==> config.mk <==
export PLATFORM = sky130hd
export DESIGN_NAME = kalman_filter_const_velocity_2d_unit
export DESIGN_NICKNAME = d
export VERILOG_FILES = /design/src/sv/kfcv_pkg.sv /design/src/sv/kalman_filter_const_velocity_2d_unit.sv /design/src/sv/kfcv_alu.sv /design/src/sv/kfcv_core.sv
export SDC_FILE = /design/constraint.sdc
export NUM_CORES = 2
export LEC_CHECK = 0
export ABC_AREA = 1
export BUFFER_PORTS_ARGS = -buffer_cell sky130_fd_sc_hd__buf_2
export CORE_MARGIN = 8
export CORE_UTILIZATION = 55
export DETAILED_ROUTE_END_ITERATION = 6
export HOLD_SLACK_MARGIN = 0.06
export PLACE_DENSITY = 0.7
export SYNTH_ARGS = -nofsm -noshare
export SYNTH_HDL_FRONTEND = slang
export SYNTH_SLANG_ARGS = --single-unit
==> constraint.sdc <==
create_clock -name clk_i -period 14.75 [get_ports clk_i]
set_input_delay 0.7375 -clock clk_i [delete_from_list [all_inputs] [get_ports clk_i]]
set_output_delay 0.7375 -clock clk_i [all_outputs]
set_load 0.01 [all_outputs]
==> src/sv/kfcv_pkg.sv <==
`timescale 1ns / 1ps
`default_nettype none

package kfcv_pkg;

  localparam int FRAC_BITS_DEF = 16;
  localparam int WORD_BITS_DEF = 32;

  // configuration register indexes
  localparam int CFG_DT  = 0;
  localparam int CFG_RP  = 1;
  localparam int CFG_RV  = 2;
  localparam int CFG_ICP = 3;
  localparam int CFG_ICV = 4;
  localparam int CFG_NUM = 5;

  localparam logic [CFG_NUM-1:0][31:0] CFG_RST = {
    32'd655360, 32'd1310720, 32'd32768, 32'd655360, 32'd2184
  };

  typedef enum logic [1:0] {
    OP_ADD,
    OP_SUB,
    OP_MUL,
    OP_DIV
  } op_e;

  typedef enum logic [2:0] {
    CS_IDLE,
    CS_LOAD,
    CS_FETCH,
    CS_ISSUE,
    CS_WAIT,
    CS_RDOUT,
    CS_DONE
  } core_st_e;

  typedef enum logic [2:0] {
    AS_IDLE,
    AS_SUMF,
    AS_MUL0,
    AS_MUL1,
    AS_MULF,
    AS_DIV,
    AS_DIVF
  } alu_st_e;

  // register file map; axis registers of the y axis sit AXIS_STRIDE higher
  localparam logic [4:0] R_DT   = 5'd0;
  localparam logic [4:0] R_RP   = 5'd1;
  localparam logic [4:0] R_RV   = 5'd2;
  localparam logic [4:0] R_P    = 5'd3;
  localparam logic [4:0] R_V    = 5'd4;
  localparam logic [4:0] R_A    = 5'd5;
  localparam logic [4:0] R_B    = 5'd6;
  localparam logic [4:0] R_C    = 5'd7;
  localparam logic [4:0] R_MP   = 5'd8;
  localparam logic [4:0] R_MV   = 5'd9;
  localparam logic [4:0] AXIS_STRIDE = 5'd7;
  localparam logic [4:0] LOAD_LAST   = 5'd16;
  localparam logic [4:0] T_P1   = 5'd17;
  localparam logic [4:0] T_B1   = 5'd18;
  localparam logic [4:0] T_A1   = 5'd19;
  localparam logic [4:0] T_S1   = 5'd20;
  localparam logic [4:0] T_S2   = 5'd21;
  localparam logic [4:0] T_Q    = 5'd22;
  localparam logic [4:0] T_D    = 5'd23;
  localparam logic [4:0] T_K11  = 5'd24;
  localparam logic [4:0] T_K12  = 5'd25;
  localparam logic [4:0] T_K21  = 5'd26;
  localparam logic [4:0] T_K22  = 5'd27;
  localparam logic [4:0] T_E1   = 5'd28;
  localparam logic [4:0] T_E2   = 5'd29;
  localparam logic [4:0] T_X    = 5'd30;

  localparam logic [5:0] STEP_LAST = 6'd35;

  typedef struct packed {
    op_e        op;
    logic [4:0] dst;
    logic [4:0] sa;
    logic [4:0] sb;
  } uop_t;

  typedef struct packed {
    logic start;
    op_e  op;
  } alu_req_t;

  typedef struct packed {
    logic start;
    logic res_take;
  } core_ctl_t;

  typedef struct packed {
    logic idle;
    logic res_valid;
  } core_stat_t;

  function automatic uop_t mk(input op_e o, input logic [4:0] d, input logic [4:0] a,
                              input logic [4:0] b);
    uop_t u;
    u.op  = o;
    u.dst = d;
    u.sa  = a;
    u.sb  = b;
    return u;
  endfunction

  // one axis of predict, gain and update
  function automatic uop_t uop(input logic [5:0] step);
    uop_t u;
    u = mk(OP_ADD, T_X, T_X, T_X);
    case (step)
      6'd0:  u = mk(OP_MUL, T_X,   R_DT,  R_V);
      6'd1:  u = mk(OP_ADD, T_P1,  R_P,   T_X);
      6'd2:  u = mk(OP_MUL, T_X,   R_DT,  R_C);
      6'd3:  u = mk(OP_ADD, T_B1,  R_B,   T_X);
      6'd4:  u = mk(OP_MUL, T_X,   R_DT,  R_B);
      6'd5:  u = mk(OP_ADD, T_A1,  R_A,   T_X);
      6'd6:  u = mk(OP_MUL, T_X,   R_DT,  T_B1);
      6'd7:  u = mk(OP_ADD, T_A1,  T_A1,  T_X);
      6'd8:  u = mk(OP_ADD, T_S1,  T_A1,  R_RP);
      6'd9:  u = mk(OP_ADD, T_S2,  R_C,   R_RV);
      6'd10: u = mk(OP_MUL, T_Q,   T_B1,  T_B1);
      6'd11: u = mk(OP_MUL, T_X,   T_S1,  T_S2);
      6'd12: u = mk(OP_SUB, T_D,   T_X,   T_Q);
      6'd13: u = mk(OP_MUL, T_X,   T_A1,  T_S2);
      6'd14: u = mk(OP_SUB, T_X,   T_X,   T_Q);
      6'd15: u = mk(OP_DIV, T_K11, T_X,   T_D);
      6'd16: u = mk(OP_MUL, T_X,   T_B1,  R_RP);
      6'd17: u = mk(OP_DIV, T_K12, T_X,   T_D);
      6'd18: u = mk(OP_MUL, T_X,   T_B1,  R_RV);
      6'd19: u = mk(OP_DIV, T_K21, T_X,   T_D);
      6'd20: u = mk(OP_MUL, T_X,   R_C,   T_S1);
      6'd21: u = mk(OP_SUB, T_X,   T_X,   T_Q);
      6'd22: u = mk(OP_DIV, T_K22, T_X,   T_D);
      6'd23: u = mk(OP_SUB, T_E1,  R_MP,  T_P1);
      6'd24: u = mk(OP_SUB, T_E2,  R_MV,  R_V);
      6'd25: u = mk(OP_MUL, T_X,   T_K11, T_E1);
      6'd26: u = mk(OP_MUL, T_S1,  T_K12, T_E2);
      6'd27: u = mk(OP_ADD, T_X,   T_X,   T_S1);
      6'd28: u = mk(OP_ADD, R_P,   T_P1,  T_X);
      6'd29: u = mk(OP_MUL, T_X,   T_K21, T_E1);
      6'd30: u = mk(OP_MUL, T_S1,  T_K22, T_E2);
      6'd31: u = mk(OP_ADD, T_X,   T_X,   T_S1);
      6'd32: u = mk(OP_ADD, R_V,   R_V,   T_X);
      6'd33: u = mk(OP_MUL, R_A,   R_RP,  T_K11);
      6'd34: u = mk(OP_MUL, R_B,   R_RP,  T_K21);
      6'd35: u = mk(OP_MUL, R_C,   R_RV,  T_K22);
      default: u = mk(OP_ADD, T_X, T_X, T_X);
    endcase
    return u;
  endfunction

endpackage

`default_nettype wire

==> src/sv/kalman_filter_const_velocity_2d_unit.sv <==
// Constant-velocity Kalman filter for two axes (x/vx and y/vy).
// Input stream: s_axis_tdata carries meas_x, meas_y, meas_vx, meas_vy
// (signed Q16.16, lowest bits first); s_axis_tuser is first_of_batch,
// which loads position from the measurement, zeroes velocity and restores
// the initial covariance before filtering.
// Output stream: m_axis_tdata carries est_x, est_y, est_vx, est_vy.
// Configuration: APB registers at 0x00 time_step, 0x04 meas_noise_pos,
// 0x08 meas_noise_vel, 0x0C init_cov_pos, 0x10 init_cov_vel.
// Sequence: a load of the register file, 72 microcode operations on one shared
// add/multiply/divide unit, then a readout of the estimate; the serial
// divider dominates the run time.
// s_axis_tready is high only while the sequencer is idle.
// The output register holds a result until taken; the next request runs
// meanwhile and waits at its end while m_axis_tready stays low.
// After reset, a request without first_of_batch starts from a zero estimate
// and from the reset values of the init registers as covariance.
`timescale 1ns / 1ps
`default_nettype none

module kalman_filter_const_velocity_2d_unit #(
  parameter int FRAC_BITS = kfcv_pkg::FRAC_BITS_DEF,
  parameter int WORD_BITS = kfcv_pkg::WORD_BITS_DEF
) (
  input  wire          clk_i,
  input  wire          rst_ni,
  input  wire          s_axis_tvalid,
  output logic         s_axis_tready,
  input  wire  [127:0] s_axis_tdata,   // meas_x, meas_y, meas_vx, meas_vy
  input  wire          s_axis_tuser,   // first_of_batch
  output logic         m_axis_tvalid,
  input  wire          m_axis_tready,
  output logic [127:0] m_axis_tdata,   // est_x, est_y, est_vx, est_vy
  input  wire          psel,
  input  wire          penable,
  input  wire          pwrite,
  input  wire  [4:0]   paddr,
  input  wire  [31:0]  pwdata,
  output logic [31:0]  prdata,
  output logic         pready
);
  import kfcv_pkg::*;

  logic [CFG_NUM-1:0][31:0] cfg_q;
  logic [2:0]               widx;
  logic [3:0][31:0]         meas_q;
  logic                     first_q;
  logic [3:0][31:0]         est;
  logic                     m_valid_q;
  logic [127:0]             m_data_q;

  core_ctl_t  ctl;
  core_stat_t stat;
  alu_req_t   alu_req;
  logic signed [WORD_BITS-1:0] alu_a, alu_b, alu_res;
  logic       alu_done;

  assign pready = 1'b1;
  assign widx   = paddr[4:2];

  always_comb begin
    prdata = '0;
    if (widx < 3'(CFG_NUM)) prdata = cfg_q[widx];
  end

  always_ff @(posedge clk_i or negedge rst_ni) begin
    if (!rst_ni) begin
      cfg_q <= CFG_RST;
    end else if (psel && penable && pwrite && pready && widx < 3'(CFG_NUM)) begin
      cfg_q[widx] <= pwdata;
    end
  end

  assign s_axis_tready = stat.idle;
  assign ctl.start     = s_axis_tvalid && s_axis_tready;
  assign ctl.res_take  = !m_valid_q || m_axis_tready;

  always_ff @(posedge clk_i) begin
    if (ctl.start) begin
      meas_q  <= s_axis_tdata;
      first_q <= s_axis_tuser;
    end
  end

  always_ff @(posedge clk_i or negedge rst_ni) begin
    if (!rst_ni) begin
      m_valid_q <= 1'b0;
    end else if (stat.res_valid && ctl.res_take) begin
      m_valid_q <= 1'b1;
    end else if (m_axis_tready) begin
      m_valid_q <= 1'b0;
    end
  end

  always_ff @(posedge clk_i) begin
    if (stat.res_valid && ctl.res_take) m_data_q <= est;
  end

  assign m_axis_tvalid = m_valid_q;
  assign m_axis_tdata  = m_data_q;

  kfcv_core #(
    .FRAC_BITS(FRAC_BITS),
    .WORD_BITS(WORD_BITS)
  ) u_core (
    .clk_i      (clk_i),
    .rst_ni     (rst_ni),
    .ctl_i      (ctl),
    .stat_o     (stat),
    .first_i    (first_q),
    .meas_i     (meas_q),
    .cfg_i      (cfg_q),
    .est_o      (est),
    .alu_req_o  (alu_req),
    .alu_a_o    (alu_a),
    .alu_b_o    (alu_b),
    .alu_res_i  (alu_res),
    .alu_done_i (alu_done)
  );

  kfcv_alu #(
    .FRAC_BITS(FRAC_BITS),
    .WORD_BITS(WORD_BITS)
  ) u_alu (
    .clk_i  (clk_i),
    .rst_ni (rst_ni),
    .req_i  (alu_req),
    .a_i    (alu_a),
    .b_i    (alu_b),
    .res_o  (alu_res),
    .done_o (alu_done)
  );

endmodule

`default_nettype wire

==> src/sv/kfcv_alu.sv <==
`timescale 1ns / 1ps
`default_nettype none

module kfcv_alu #(
  parameter int FRAC_BITS = kfcv_pkg::FRAC_BITS_DEF,
  parameter int WORD_BITS = kfcv_pkg::WORD_BITS_DEF
) (
  input  wire                           clk_i,
  input  wire                           rst_ni,
  input  kfcv_pkg::alu_req_t            req_i,
  input  wire logic signed [WORD_BITS-1:0] a_i,
  input  wire logic signed [WORD_BITS-1:0] b_i,
  output logic signed [WORD_BITS-1:0]   res_o,
  output logic                          done_o
);
  import kfcv_pkg::*;

  localparam int W  = WORD_BITS;
  localparam int F  = FRAC_BITS;
  localparam int H  = (W + 1) / 2;
  localparam int QW = W + F;
  localparam int CW = $clog2(QW);
  localparam logic signed [W:0] SMAX = $signed({2'b00, {(W-1){1'b1}}});
  localparam logic signed [W:0] SMIN = $signed({2'b11, {(W-1){1'b0}}});

  alu_st_e state_q, state_d;
  op_e     op_q;
  logic signed [W-1:0] a_q, b_q;
  logic [W-1:0]        ma_q, mb_q;
  logic                neg_q;
  logic [2*W-1:0]      acc_q;
  logic [W-1:0]        rem_q;
  logic [QW-1:0]       num_q, quo_q;
  logic [CW-1:0]       cnt_q;

  logic [W-1:0]     mag_a, mag_b, lim;
  logic [H-1:0]     mpart;
  logic [W+H-1:0]   prod;
  logic [W:0]       trial;
  logic             ge;
  logic signed [W:0] sum;
  logic [2*W:0]     rnd;
  logic [W-1:0]     mres;
  logic [W-1:0]     qres;

  assign mag_a = a_i[W-1] ? (~a_i + W'(1)) : a_i;
  assign mag_b = b_i[W-1] ? (~b_i + W'(1)) : b_i;
  assign lim   = neg_q ? {1'b1, {(W-1){1'b0}}} : {1'b0, {(W-1){1'b1}}};
  assign mpart = (state_q == AS_MUL0) ? mb_q[H-1:0] : H'(mb_q[W-1:H]);
  assign prod  = (W+H)'(ma_q) * (W+H)'(mpart);
  assign trial = {rem_q, num_q[QW-1]};
  assign ge    = trial >= {1'b0, mb_q};

  always_comb begin
    state_d = state_q;
    unique case (state_q)
      AS_IDLE: begin
        if (req_i.start) begin
          unique case (req_i.op)
            OP_ADD, OP_SUB: state_d = AS_SUMF;
            OP_MUL:         state_d = AS_MUL0;
            OP_DIV:         state_d = AS_DIV;
          endcase
        end
      end
      AS_MUL0: state_d = AS_MUL1;
      AS_MUL1: state_d = AS_MULF;
      AS_DIV:  if (cnt_q == '0) state_d = AS_DIVF;
      AS_SUMF, AS_MULF, AS_DIVF: state_d = AS_IDLE;
      default: state_d = AS_IDLE;
    endcase
  end

  always_comb begin
    sum  = (op_q == OP_SUB) ? ((W+1)'(a_q) - (W+1)'(b_q)) : ((W+1)'(a_q) + (W+1)'(b_q));
    rnd  = ((2*W+1)'(acc_q) + ((2*W+1)'(1) << (F - 1))) >> F;
    mres = (rnd > (2*W+1)'(lim)) ? lim : rnd[W-1:0];
    qres = (quo_q > QW'(lim)) ? lim : quo_q[W-1:0];
    done_o = 1'b0;
    res_o  = '0;
    unique case (state_q)
      AS_SUMF: begin
        done_o = 1'b1;
        if (sum > SMAX) res_o = SMAX[W-1:0];
        else if (sum < SMIN) res_o = SMIN[W-1:0];
        else res_o = sum[W-1:0];
      end
      AS_MULF: begin
        done_o = 1'b1;
        res_o  = neg_q ? (~mres + W'(1)) : mres;
      end
      AS_DIVF: begin
        done_o = 1'b1;
        // a zero divisor gives zero gain
        if (mb_q == '0) res_o = '0;
        else res_o = neg_q ? (~qres + W'(1)) : qres;
      end
      default: begin
        done_o = 1'b0;
        res_o  = '0;
      end
    endcase
  end

  always_ff @(posedge clk_i or negedge rst_ni) begin
    if (!rst_ni) begin
      state_q <= AS_IDLE;
    end else begin
      state_q <= state_d;
    end
  end

  always_ff @(posedge clk_i) begin
    if (state_q == AS_IDLE && req_i.start) begin
      op_q  <= req_i.op;
      a_q   <= a_i;
      b_q   <= b_i;
      ma_q  <= mag_a;
      mb_q  <= mag_b;
      neg_q <= a_i[W-1] ^ b_i[W-1];
      num_q <= {mag_a, {F{1'b0}}};
      rem_q <= '0;
      quo_q <= '0;
      cnt_q <= CW'(QW - 1);
    end else begin
      if (state_q == AS_MUL0) acc_q <= (2*W)'(prod);
      if (state_q == AS_MUL1) acc_q <= acc_q + ((2*W)'(prod) << H);
      if (state_q == AS_DIV) begin
        rem_q <= ge ? W'(trial - {1'b0, mb_q}) : W'(trial);
        quo_q <= {quo_q[QW-2:0], ge};
        num_q <= num_q << 1;
        cnt_q <= cnt_q - CW'(1);
      end
    end
  end

endmodule

`default_nettype wire

==> src/sv/kfcv_core.sv <==
`timescale 1ns / 1ps
`default_nettype none

module kfcv_core #(
  parameter int FRAC_BITS = kfcv_pkg::FRAC_BITS_DEF,
  parameter int WORD_BITS = kfcv_pkg::WORD_BITS_DEF
) (
  input  wire                               clk_i,
  input  wire                               rst_ni,
  input  kfcv_pkg::core_ctl_t               ctl_i,
  output kfcv_pkg::core_stat_t              stat_o,
  input  wire                               first_i,
  input  wire logic [3:0][31:0]             meas_i,
  input  wire logic [kfcv_pkg::CFG_NUM-1:0][31:0] cfg_i,
  output logic [3:0][31:0]                  est_o,
  output kfcv_pkg::alu_req_t                alu_req_o,
  output logic signed [WORD_BITS-1:0]       alu_a_o,
  output logic signed [WORD_BITS-1:0]       alu_b_o,
  input  wire logic signed [WORD_BITS-1:0]  alu_res_i,
  input  wire                               alu_done_i
);
  import kfcv_pkg::*;

  localparam int W   = WORD_BITS;
  localparam int TW  = WORD_BITS + 42;
  localparam int UPI = (FRAC_BITS >= 16) ? FRAC_BITS - 16 : 0;
  localparam int DNI = (FRAC_BITS < 16) ? 16 - FRAC_BITS : 0;
  localparam int UPO = DNI;
  localparam int DNO = UPI;
  localparam logic signed [TW-1:0] WMAX = TW'((64'sd1 <<< (WORD_BITS - 1)) - 64'sd1);
  localparam logic signed [TW-1:0] WMIN = -WMAX - TW'(64'sd1);
  localparam logic signed [TW-1:0] OMAX = TW'(64'sd2147483647);
  localparam logic signed [TW-1:0] OMIN = -OMAX - TW'(64'sd1);

  // rescale with rounding half away from zero; to_word and from_word then clamp
  function automatic logic signed [TW-1:0] rescale(input logic signed [TW-1:0] v,
                                                   input int up, input int dn);
    logic signed [TW-1:0] t;
    logic [TW-1:0]        m;
    t = v <<< up;
    m = t[TW-1] ? (~t + TW'(1)) : t;
    m = (m + TW'((64'd1 << dn) >> 1)) >> dn;
    return t[TW-1] ? $signed(~m + TW'(1)) : $signed(m);
  endfunction

  function automatic logic signed [W-1:0] to_word(input logic signed [32:0] v);
    logic signed [TW-1:0] r;
    r = rescale(TW'(v), UPI, DNI);
    if (r > WMAX) r = WMAX;
    else if (r < WMIN) r = WMIN;
    return r[W-1:0];
  endfunction

  function automatic logic [31:0] from_word(input logic signed [W-1:0] v);
    logic signed [TW-1:0] r;
    r = rescale(TW'(v), UPO, DNO);
    if (r > OMAX) r = OMAX;
    else if (r < OMIN) r = OMIN;
    return r[31:0];
  endfunction

  function automatic logic [4:0] amap(input logic [4:0] a, input logic ax);
    return (ax && a >= R_P && a <= R_MV) ? a + AXIS_STRIDE : a;
  endfunction

  core_st_e state_q, state_d;
  logic [4:0] cnt_q;
  logic [5:0] step_q;
  logic       axis_q;
  logic       fresh_q;

  logic signed [W-1:0] rf [32];
  logic signed [W-1:0] rda_q, rdb_q;
  logic [4:0]          ra, rb, wa;
  logic signed [W-1:0] wd;
  logic                we;

  uop_t       u;
  logic       ld_ax;
  logic [4:0] ld_k;
  logic       keep_n;
  logic [31:0] cov_p, cov_v;
  logic signed [W-1:0] ld_val;
  logic       ld_we;

  assign u = uop(step_q);

  // load values for the register file, one entry per cycle
  always_comb begin
    ld_ax  = cnt_q >= (R_MV + 5'd1);
    ld_k   = ld_ax ? cnt_q - AXIS_STRIDE : cnt_q;
    keep_n = first_i || fresh_q;
    cov_p  = (fresh_q && !first_i) ? CFG_RST[CFG_ICP] : cfg_i[CFG_ICP];
    cov_v  = (fresh_q && !first_i) ? CFG_RST[CFG_ICV] : cfg_i[CFG_ICV];
    ld_val = '0;
    ld_we  = 1'b0;
    unique case (ld_k)
      R_DT: begin ld_val = to_word({1'b0, cfg_i[CFG_DT]}); ld_we = 1'b1; end
      R_RP: begin ld_val = to_word({1'b0, cfg_i[CFG_RP]}); ld_we = 1'b1; end
      R_RV: begin ld_val = to_word({1'b0, cfg_i[CFG_RV]}); ld_we = 1'b1; end
      R_P: begin
        ld_val = first_i ? to_word({meas_i[ld_ax][31], meas_i[ld_ax]}) : '0;
        ld_we  = keep_n;
      end
      R_V: begin ld_val = '0; ld_we = keep_n; end
      R_A: begin ld_val = to_word({1'b0, cov_p}); ld_we = keep_n; end
      R_B: begin ld_val = '0; ld_we = keep_n; end
      R_C: begin ld_val = to_word({1'b0, cov_v}); ld_we = keep_n; end
      R_MP: begin
        ld_val = to_word({meas_i[ld_ax][31], meas_i[ld_ax]});
        ld_we  = 1'b1;
      end
      R_MV: begin
        ld_val = to_word({meas_i[{1'b1, ld_ax}][31], meas_i[{1'b1, ld_ax}]});
        ld_we  = 1'b1;
      end
      default: begin ld_val = '0; ld_we = 1'b0; end
    endcase
  end

  always_comb begin
    state_d = state_q;
    unique case (state_q)
      CS_IDLE:  if (ctl_i.start) state_d = CS_LOAD;
      CS_LOAD:  if (cnt_q == LOAD_LAST) state_d = CS_FETCH;
      CS_FETCH: state_d = CS_ISSUE;
      CS_ISSUE: state_d = CS_WAIT;
      CS_WAIT: begin
        if (alu_done_i) begin
          state_d = (step_q == STEP_LAST && axis_q) ? CS_RDOUT : CS_FETCH;
        end
      end
      CS_RDOUT: if (cnt_q == 5'd4) state_d = CS_DONE;
      CS_DONE:  if (ctl_i.res_take) state_d = CS_IDLE;
      default:  state_d = CS_IDLE;
    endcase
  end

  always_comb begin
    ra = '0;
    rb = '0;
    we = 1'b0;
    wa = '0;
    wd = '0;
    alu_req_o.start = 1'b0;
    alu_req_o.op    = u.op;
    stat_o.idle      = (state_q == CS_IDLE);
    stat_o.res_valid = (state_q == CS_DONE);
    unique case (state_q)
      CS_LOAD: begin
        we = ld_we;
        wa = cnt_q;
        wd = ld_val;
      end
      CS_FETCH: begin
        ra = amap(u.sa, axis_q);
        rb = amap(u.sb, axis_q);
      end
      CS_ISSUE: alu_req_o.start = 1'b1;
      CS_WAIT: begin
        we = alu_done_i;
        wa = amap(u.dst, axis_q);
        wd = alu_res_i;
      end
      CS_RDOUT: begin
        // estimate order x, y, vx, vy
        ra = amap(cnt_q[1] ? R_V : R_P, cnt_q[0]);
      end
      default: begin
        ra = '0;
      end
    endcase
  end

  assign alu_a_o = rda_q;
  assign alu_b_o = rdb_q;

  always_ff @(posedge clk_i) begin
    if (we) rf[wa] <= wd;
    rda_q <= rf[ra];
    rdb_q <= rf[rb];
  end

  always_ff @(posedge clk_i) begin
    if (state_q == CS_RDOUT && cnt_q != '0) begin
      est_o[2'(cnt_q - 5'd1)] <= from_word(rda_q);
    end
  end

  always_ff @(posedge clk_i or negedge rst_ni) begin
    if (!rst_ni) begin
      state_q <= CS_IDLE;
      cnt_q   <= '0;
      step_q  <= '0;
      axis_q  <= 1'b0;
      fresh_q <= 1'b1;
    end else begin
      state_q <= state_d;
      unique case (state_q)
        CS_IDLE: begin
          cnt_q  <= '0;
          step_q <= '0;
          axis_q <= 1'b0;
        end
        CS_LOAD: begin
          cnt_q <= cnt_q + 5'd1;
          if (cnt_q == LOAD_LAST) fresh_q <= 1'b0;
        end
        CS_WAIT: begin
          if (alu_done_i) begin
            cnt_q <= '0;
            if (step_q == STEP_LAST) begin
              step_q <= '0;
              axis_q <= 1'b1;
            end else begin
              step_q <= step_q + 6'd1;
            end
          end
        end
        CS_RDOUT: cnt_q <= cnt_q + 5'd1;
        default: cnt_q <= cnt_q;
      endcase
    end
  end

  a_no_done_idle: assert property (@(posedge clk_i) disable iff (!rst_ni)
    (state_q == CS_IDLE) |-> !alu_done_i) else $error("alu done while core idle");
  a_step_range: assert property (@(posedge clk_i) disable iff (!rst_ni)
    step_q <= STEP_LAST) else $error("microcode step out of range");
  a_fresh_clear: assert property (@(posedge clk_i) disable iff (!rst_ni)
    (state_q == CS_LOAD && cnt_q == LOAD_LAST) |=> !fresh_q)
    else $error("reset state not retired after load");
  a_start_idle: assert property (@(posedge clk_i) disable iff (!rst_ni)
    ctl_i.start |-> state_q == CS_IDLE) else $error("start while busy");

endmodule

`default_nettype wire
==> impl_metrics.json <==
{
  "outcome": "finished, final reports clean",
  "fin_nets": 15610,
  "rsz0062_at_grt": "no",
  "ys.flop_type": "edfxtp_1",
  "drc": 0,
  "maxCapViolations": 0,
  "worst_pin_slew_ns": 1.34,
  "root_buffer": "clkbuf_16",
  "rows": 174,
  "place_hpwl_um": 256000,
  "finalSetupViolCount": 0,
  "finalCritPeriodShare_pct": 77.4,
  "numCtsBuffers": 204,
  "gp_congestion": 0.974,
  "fin_hold_ws_ns": 0.119,
  "dr.pass1.iters": 7,
  "avgViaCountPerCell": 5.88,
  "fp.dieH_um": 490,
  "totalWireLength_um": 401000,
  "clock_latency_ns": 0.92,
  "synth-edff-count": 1619,
  "r2r_cells": 46,
  "slew_viol_final": 0,
  "cp.arrival_ns": 12.04,
  "track_usage_pct": 32.5,
  "tns_ns": 0,
  "core_area_um2": 224000,
  "antenna_found_initial": 25,
  "async_flop_share_pct": 9.24,
  "wl_per_cell_um": 22.4,
  "start_kind": "flop",
  "clock_sinks": 1949,
  "required_ns": 15.36,
  "r2r_end": "u_alu.acc_q[63]",
  "design_area_um2": 136000,
  "synth.distinct_cells": 81,
  "ant_nets": 0,
  "min_path_type": "in2reg",
  "io_buffers": 332,
  "final_hold_viol_count": 0,
  "period_minus_slack_ns": 11.42,
  "htree_levels": 4,
  "avgSynthCellArea_um2": 8.47,
  "skew_ns": 0.107,
  "syn_nets": 15492,
  "drt-initial-drc-count": 12379,
  "netlist_instances": 14567,
  "synth.area.top_cells": "edfxtp_1 39%, nand2_1 12%, fa_1 6.8%",
  "io_pins": 336,
  "ys_seq_elements": 1949,
  "synth_common_cells": "3958 x nand2_1, 1888 x inv_1, 1619 x edfxtp_1",
  "initial_core_util_pct": 55.1,
  "yosys_warnings": 0,
  "holdPathStages": 3,
  "slowest_delay_ns": 1.01,
  "die_w_um": 490,
  "yosysTopAreaCellShare_pct": 39.4,
  "cpMaxStageDelayCell": "o21ai_1",
  "cpMostUsedCell": "nand2_1",
  "grt_pass1_wl_um": 596000,
  "r2r_start": "u_alu.state_q[2]",
  "clk_pin_slew_worst_paths_ns": 0.06,
  "syn_area_um2": 123000,
  "max_freq_mhz": 87.5,
  "hp-start": "pwdata[9]",
  "crit_path_end_kind": "flop",
  "cts_tree": "yes",
  "placed_area_um2": 127000,
  "die_area_um2": 240000,
  "whs_endpoint": "cfg_q[9]",
  "yosysMostFrequentCell": "nand2_1",
  "num_vias": 105019,
  "area_growth_pct": 9.98,
  "rrSetupSlack_ns": 3.33,
  "worst-setup-path-type": "reg2reg",
  "grt_pass1_vias": 98568,
  "grt_max_degree": 233,
  "cts.repair.resized": 0,
  "maxSlewHeadroom_pct": 10.4,
  "gr-total-overflow": 0,
  "drive_gt1_share_pct": 7.19,
  "clock_path_buffers": 3,
  "synth_top_area_cell": "edfxtp_1",
  "fillers": 19301,
  "seq_area_frac_synth_pct": 45.5,
  "crit_path_max_fanout": 33
}
==> flip-flops by register name (all words and copies together) (netlist names), 2 cells and up <==
signal and count:
cfg_q 160, u_alu.ma_q 32, u_core.state_q 3, u_alu.op_q 2, u_core.cnt_q 5, u_core.alu_b_o 32
u_core.step_q 6, u_alu.state_q 3, u_alu.b_q 31, meas_q 128, u_alu.a_q 31, u_alu.cnt_q 6
u_alu.num_q 32, u_alu.mb_q 32, u_alu.acc_q 49, u_alu.rem_q 32, u_core.rf 1024, u_core.alu_a_o 32
u_core.est_o 128, m_axis_tdata 128, u_alu.quo_q 48
==> cells in the final DEF, fill, tap and decap left out, types with 75 or more instances in the layout <==
master         instances
a21oi_1              422
nor3_1                92
xor2_1               193
nand3_1             1174
inv_1               1881
buf_2                331
o211ai_1             553
ha_1                 331
nand2_1             3956
dlygate4sd3_1        138
buf_4                170
xnor2_1               82
edfxtp_1            1619
dfrtp_1              169
o21ai_0             1093
o22ai_1               75
fa_1                 421
dfxtp_1              150
nand4_1              117
nor2_1               835
clkbuf_16            204
==> per-layer routing <==
metal  global-route usage (%)  wire length, um  vias up
li1                         -                -    48776
met5                        0               75        -
met2                     51.6           182000     5499
met1                     42.5           153000    49492
met3                     6.52            41800     1242
met4                     16.7            23700       10
==> worst max-delay path by stage <==
| stage | startpoint | end | depth (start not counted) |
|---|---|---|---|
| after floorplan | u_alu.state_q[0] | u_alu.acc_q[63] | 46 |
| after global placement | u_alu.state_q[2] | u_alu.acc_q[63] | 42 |
| after detailed placement | u_alu.state_q[2] | u_alu.acc_q[63] | 44 |
| after CTS | u_alu.state_q[2] | u_alu.acc_q[63] | 44 |
| after global routing | u_alu.state_q[2] | u_alu.acc_q[63] | 46 |
| final | u_alu.state_q[2] | u_alu.acc_q[63] | 46 |
==> logic make-up (layout without fill, tap and decap cells) <==
logic type                 count (synthesis)  after routing  share of synthesized area, %
AOI/OAI and AO/OA                       2482           2482                          12.0
adders and majority gates                752            752                          10.2
xor gates and xnor gates                 276            276                          1.97
and+or+nand+nor                         6415           6415                          21.6
DFF                                     1949           1949                          45.5
buffers and inverters                   2673           2968                          8.62
muxes                                     19             19                         0.172
other                                      1             16                       0.00304
==> critical path, delay by kind of cell (launching register included) <==
kind	cells	cell delay, ns
and+or+nand+nor	15	1.78
buffers and inverters	9	1.67
adders and majority gates	8	3.00
DFF	1	0.44
AOI/OAI and AO/OA	12	3.77
xor gates and xnor gates	2	0.50
==> through the flow <==
stage,setup WS [ns],std cells,utilization [%]
floorplan,5.90,14567,-
global placement,3.68,17333,56.9
detailed placement,3.51,17333,56.9
CTS,3.48,17854,60.6
global route,2.57,17867,60.6
finish,3.33,17869,60.6
==> timing repair <==
action / 4_1_cts / 5_1_grt
setup buffers: 0 / 0
hold buffers: 138 / 0
hold endpoints to repair: 235 / 0
==> area by class of cell <==
type	count	area, um^2	share of cell area (%)
clock buffers	271	5520	4.07
well taps	2992	3740	2.76
flip-flops and latches	1949	56100	41.4
repair buffers	648	4490	3.31
clock inverters	112	1340	0.985
diodes	15	37.5	0.0277
multi-input cells	9945	57100	42.1
inverters	1937	7310	5.39
Power is not shown: default switching activity piles up to over one toggle a cycle in this logic, so the estimate is an artifact.
